`config.mk`:
```
export PLATFORM = sky130hd
export DESIGN_NAME = sqvb_ctrl
export DESIGN_NICKNAME = d
export VERILOG_FILES = /design/src/design/sqvb_pkg.sv /design/src/design/sqvb_ctrl.sv
export SDC_FILE = /design/constraint.sdc
export NUM_CORES = 1
export LEC_CHECK = 0
export BUFFER_PORTS_ARGS = -buffer_cell sky130_fd_sc_hd__buf_2
export CAP_MARGIN = 20
export CORE_AREA = 8 8 45 47
export DETAILED_ROUTE_END_ITERATION = 10
export DIE_AREA = 0 0 53 55
export MAX_ROUTING_LAYER = met4
export SLEW_MARGIN = 20
export SYNTH_ARGS = -nofsm -noshare
export SYNTH_HDL_FRONTEND = slang
export SYNTH_SLANG_ARGS = --single-unit
```
`constraint.sdc`:
```
create_clock -name clk_i -period 1.45 [get_ports clk_i]
set_clock_uncertainty 0.15 [all_clocks]
set_input_delay 0.0725 -clock clk_i [delete_from_list [all_inputs] [get_ports clk_i]]
set_output_delay 0.0725 -clock clk_i [all_outputs]
set_load 0.05 [all_outputs]
```
`src/design/sqvb_pkg.sv`:
```
// Package: shared types, codes and the sine helper for the quad vertex batcher.
`timescale 1ns / 1ps
package sqvb_pkg;

  localparam logic [1:0] OP_BEGIN = 2'd0;
  localparam logic [1:0] OP_DRAW  = 2'd1;
  localparam logic [1:0] OP_END   = 2'd2;

  localparam logic [1:0] ST_OK         = 2'd0;
  localparam logic [1:0] ST_TEX_FULL   = 2'd1;
  localparam logic [1:0] ST_BATCH_FULL = 2'd2;

  localparam logic [31:0] WHITE_RGBA  = 32'hFFFF_FFFF;
  localparam logic [15:0] UNIT_TILING = 16'd256;
  localparam longint unsigned HALF_PI_Q30 = 64'd1686629713;

  typedef struct packed {
    logic [1:0]         opcode;
    logic signed [31:0] pos_x;
    logic signed [31:0] pos_y;
    logic signed [31:0] pos_z;
    logic signed [31:0] size_x;
    logic signed [31:0] size_y;
    logic [15:0]        angle_turn;
    logic               textured;
    logic [15:0]        texture_id;
    logic [15:0]        tiling;
    logic [31:0]        color_rgba;
  } quad_req_t;

  typedef struct packed {
    logic signed [31:0] vert_x;
    logic signed [31:0] vert_y;
    logic signed [31:0] vert_z;
    logic [31:0]        vert_rgba;
    logic               tex_u;
    logic               tex_v;
    logic [4:0]         tex_slot;
    logic [15:0]        tiling_out;
    logic [16:0]        index_count;
    logic [1:0]         status;
    logic               last;
  } vert_req_t;

  typedef enum logic [2:0] {
    S_IDLE,
    S_TRIG,
    S_MUL,
    S_SCAN_RD,
    S_SCAN_CMP,
    S_MISS,
    S_VERT,
    S_ONE
  } state_e;

  typedef struct packed {
    logic capture;
    logic clear;
    logic trig;
    logic mul;
    logic scan_next;
    logic hit;
    logic miss;
    logic load_vert;
    logic load_one;
  } dp_cmd_t;

  typedef struct packed {
    logic [1:0] opcode;
    logic       batch_full;
    logic       textured;
    logic       scan_end;
    logic       hit;
    logic       out_free;
    logic       last_vert;
  } dp_sts_t;

  // Q16 sine of a 2^-32 turn phase; quadrant fold, Taylor series to x^11.
  // Evaluated on constants only, to build the lookup tables.
  function automatic logic signed [17:0] sine_of_phase(input logic [31:0] p);
    longint unsigned r;
    longint unsigned x;
    longint unsigned x2;
    longint unsigned t;
    longint          sum;
    longint          v;
    r = {34'd0, p[29:0]};
    if (p[30]) begin
      r = 64'h4000_0000 - r;
    end
    x = (r * HALF_PI_Q30) >> 30;
    x2 = (x * x) >> 30;
    t = x;
    sum = longint'(x);
    t = ((t * x2) >> 30) / 6;
    sum = sum - longint'(t);
    t = ((t * x2) >> 30) / 20;
    sum = sum + longint'(t);
    t = ((t * x2) >> 30) / 42;
    sum = sum - longint'(t);
    t = ((t * x2) >> 30) / 72;
    sum = sum + longint'(t);
    t = ((t * x2) >> 30) / 110;
    sum = sum - longint'(t);
    if (sum < 0) begin
      sum = 0;
    end
    v = (sum + 8192) >>> 14;
    if (v > 65536) begin
      v = 65536;
    end
    if (p[31]) begin
      v = -v;
    end
    return 18'(v);
  endfunction

endpackage

```
`src/design/sqvb_ctrl.sv`:
```
// Controller state machine for the quad vertex batcher.
`timescale 1ns / 1ps
module sqvb_ctrl (
  input  logic              clk_i,
  input  logic              rst_ni,
  input  logic              in_valid_i,
  output logic              in_ready_o,
  input  sqvb_pkg::dp_sts_t sts_i,
  output sqvb_pkg::dp_cmd_t cmd_o
);
  import sqvb_pkg::*;

  state_e state_q, state_d;

  always_ff @(posedge clk_i or negedge rst_ni) begin
    if (!rst_ni) begin
      state_q <= S_IDLE;
    end else begin
      state_q <= state_d;
    end
  end

  always_comb begin
    state_d    = state_q;
    cmd_o      = '0;
    in_ready_o = 1'b0;
    unique case (state_q)
      S_IDLE: begin
        in_ready_o = 1'b1;
        if (in_valid_i) begin
          cmd_o.capture = 1'b1;
          case (sts_i.opcode)
            OP_BEGIN: cmd_o.clear = 1'b1;
            OP_END:   state_d = S_ONE;
            OP_DRAW:  state_d = sts_i.batch_full ? S_ONE : S_TRIG;
            default:  state_d = S_IDLE;
          endcase
        end
      end
      S_TRIG: begin
        cmd_o.trig = 1'b1;
        state_d    = S_MUL;
      end
      S_MUL: begin
        cmd_o.mul = 1'b1;
        state_d   = sts_i.textured ? S_SCAN_RD : S_VERT;
      end
      S_SCAN_RD: begin
        state_d = sts_i.scan_end ? S_MISS : S_SCAN_CMP;
      end
      S_SCAN_CMP: begin
        if (sts_i.hit) begin
          cmd_o.hit = 1'b1;
          state_d   = S_VERT;
        end else begin
          cmd_o.scan_next = 1'b1;
          state_d         = S_SCAN_RD;
        end
      end
      S_MISS: begin
        cmd_o.miss = 1'b1;
        state_d    = S_VERT;
      end
      S_VERT: begin
        if (sts_i.out_free) begin
          cmd_o.load_vert = 1'b1;
          if (sts_i.last_vert) begin
            state_d = S_IDLE;
          end
        end
      end
      S_ONE: begin
        if (sts_i.out_free) begin
          cmd_o.load_one = 1'b1;
          state_d        = S_IDLE;
        end
      end
      default: state_d = S_IDLE;
    endcase
  end

  // a new request is only taken with no command in flight
  assert property (@(posedge clk_i) disable iff (!rst_ni)
    (in_valid_i && in_ready_o) |-> (state_q == S_IDLE))
    else $error("request taken outside idle");
  // four vertices leave before the next request
  assert property (@(posedge clk_i) disable iff (!rst_ni)
    (cmd_o.load_vert && sts_i.last_vert) |=> (state_q == S_IDLE))
    else $error("vertex burst did not end in idle");
  // a single result only comes from the end/full path
  assert property (@(posedge clk_i) disable iff (!rst_ni)
    cmd_o.load_one |-> (state_q == S_ONE))
    else $error("single result loaded from wrong state");
endmodule

```
==> results.sh <==
export IMPL_route_met3_wl_um=80
export IMPL_nNetsFinal=95
export IMPL_setup_viol=10
export IMPL_drv_cap=0
export IMPL_final_cell_mix="14 x buf_4, 11 x buf_2, 9 x buf_6, 4 x inv_1"
export IMPL_netSwitchingFraction=0.479
export IMPL_syn_cell_area_sq_um=384
export IMPL_fmax_ghz=0.657
export IMPL_fp_row_count=14
export IMPL_violations="negative setup slack"
export IMPL_hold_violations=0
export IMPL_antenna_found_initial=0
export IMPL_wl_met1_um=467
export IMPL_cts_buffers=3
export IMPL_wirelength_um=1240
export IMPL_nFillCells=133
export IMPL_avgSynthCellArea_sq_um=9.37
export IMPL_met2WireLength_um=652
export IMPL_fp_dieW_um=53
export IMPL_ys_seq_elements=3
export IMPL_worst_slack_ns=-0.0719
export IMPL_period_minus_slack_ns=1.52
export IMPL_synth_top_cell_by_area="dfrtp_1"
export IMPL_crit_arrival_ns=1.30
export IMPL_firstDrtPassIters=1
export IMPL_crit_path_end_kind="output pin"
export IMPL_grt_overflow=0
export IMPL_hpwlAfterDp_um=841
export IMPL_p_leak_nw=0.388
export IMPL_period_share=1.05
export IMPL_clockBufferDepth=2
export IMPL_wl_per_cell_um=12.9
export IMPL_start_kind="register"
export IMPL_largest_register_ffs=3
export IMPL_seq_power_share=0.156
export IMPL_areaGrowthSynthToFinish_pct=104
export IMPL_grt_pass1_wl_um=2110
export IMPL_avgViaCountPerCell=4.84
export IMPL_top_layer="met4"
export IMPL_synthCells=41
export IMPL_hold_slack_ns=0.00595
export IMPL_clk_latency_ns=0.24
export IMPL_cp_data_required_time_ns=1.23
export IMPL_switchingPower_w=0.000799
export IMPL_synth_nets=55
export IMPL_drt_iter0_drc=0
export IMPL_power_density_nw_per_um2=2130
export IMPL_synth_area_leaders="dfrtp_1 20%, ha_1 9.8%, nor4b_4 6.2%"
export IMPL_rrSetupSlack_ns=-0.04
export IMPL_top_regs="state_q: 3 flops"
export IMPL_vias=465
export IMPL_final_common_cell="buf_4"
export IMPL_die_area_sq_um=2920
export IMPL_worstPathMaxFanout=6
export IMPL_core_area_sq_um=1380
export IMPL_io_pins=21
export IMPL_yosysSeqAreaShare=0.195
export IMPL_root_buffer="clkbuf_4"
export IMPL_regMostFlops="state_q"
export IMPL_grt_use_total=0.103
export IMPL_critical_path_class="reg -> out"
export IMPL_pwr_share_comb=0.754
export IMPL_n_antenna_cell=0
export IMPL_port_buffers=20
export IMPL_grt_max_degree=9
export IMPL_drtAntennaViolNets=0
export IMPL_slew_violations=0
export IMPL_grt_pass1_vias=514
export IMPL_rsz0062_at_grt="true"
export IMPL_htree_levels=1
export IMPL_die_y_um=55
export IMPL_clkSinkCount=3
export IMPL_intPower_w=0.000868
export IMPL_gp_congestion=0.719
export IMPL_drive_gt1_frac=0.738
export IMPL_yosysWarnings=0
export IMPL_cts_tree="done"
export IMPL_synth_distinct_cells=24
export IMPL_fin_util=0.567
export IMPL_hold_path_class="in -> async"
export IMPL_start_util=0.278
export IMPL_route_detailed_drc=0
export IMPL_path_clk_slew_ns=0.04
export IMPL_worst_pin_slew_ns=0.250
export IMPL_reg2regPathDepth=4
export IMPL_status="finished, violations left"
export IMPL_ir_worst_vdd_uv=996
export IMPL_power_frac_clock=0.090
export IMPL_synth_top_area_frac=0.195
export IMPL_max_slew_margin_rel=0.833
[through the flow]
stage	setup WS, ns	TNS, ns	cell area (sq um)	total power [W]	instances
after global placement	-0.0418	-0.155	582	0.00117	83
after floorplan	-0.267	-1.23	422	0.000937	41
after global routing	-0.137	-1.02	785	0.00178	96
after CTS	-0.0769	-0.448	753	0.00158	95
final	-0.0719	-0.359	785	0.00167	96
after detailed placement	-0.0686	-0.290	582	0.00118	83
[worst paths after layout]
path / startpoint / to
min reg2reg: state_q[1]$_DFFE_PN0P_ / state_q[2]$_DFFE_PN0P_
max reg2reg: state_q[0]$_DFFE_PN0P_ / state_q[0]$_DFFE_PN0P_
min in group clk_i: sts_i[4] / state_q[2]$_DFFE_PN0P_
max in group asynchronous: rst_ni / state_q[1]$_DFFE_PN0P_
min: rst_ni / state_q[0]$_DFFE_PN0P_
max: state_q[0]$_DFFE_PN0P_ / cmd_o[4]
[timing repair]
action                                  in CTS  in global routing
buffers inserted                             7                  1
endpoints found under the setup margin      12                 13
endpoints found under the hold margin        3                  0
gates cloned                                 0                  0
gates resized for setup                     28                  7
pin swaps                                    7                  6
hold buffers                                 1                  0
[worst max-delay path, stage by stage, from the launching register on]
cell and delay [ns]:
dfrtp_2 0.46, buf_6 0.15, nor4b_4 0.25, buf_6 0.20
[power by group through the flow]
stage / registers [W] / logic, W / clock network [W]
final: 0.000260 / 0.00126 / 0.000149
after detailed placement: 0.000261 / 0.000920 / 0
after floorplan: 0.000139 / 0.000798 / 0
after global routing: 0.000269 / 0.00135 / 0.000159
after CTS: 0.000250 / 0.00118 / 0.000153
after global placement: 0.000258 / 0.000914 / 0
[cells by family (layout without fill, tap and decap cells)]
group           Yosys count  count (layout)  synth area share
compound gates           10              10             0.199
fa+ha+maj                 3               3            0.0977
buf+inv                   8              47             0.121
flops                     3               3             0.195
mux                       2               2            0.0651
simple gates             15              15             0.322
[per-layer routing]
| metal | up-vias | GRT usage |
|---|---|---|
| met5 | - | - |
| met4 | 0 | 0.0905 |
| met3 | 4 | 0.0321 |
| met2 | 18 | 0.174 |
| met1 | 215 | 0.0936 |
| li1 | 228 | - |
[final cells by class]
class                   instances  area, sq um  share of cell area
clock buffers                   4         26.3              0.0335
flip-flops and latches          3         78.8               0.100
multi-input cells              30          324               0.413
well taps                      16         20.0              0.0255
inverters                       5         18.8              0.0239
repair buffers                 38          317               0.404
[cells in the mapped netlist, drive strengths merged]
| master | instances |
|---|---|
| a211o | 1 |
| nand2b | 1 |
| a21oi | 1 |
| and3 | 3 |
| nor4b | 2 |
| mux2 | 1 |
| nand2 | 1 |
| dfrtp | 3 |
| buf | 3 |
| nor3 | 5 |
| inv | 5 |
| and2 | 3 |
| a311oi | 1 |
| a21o | 1 |
| o221ai | 1 |
| a22oi | 2 |
| o21ai | 2 |
| ha | 3 |
| o22ai | 1 |
| mux2i | 1 |
Power figures use the tool's default switching activity.
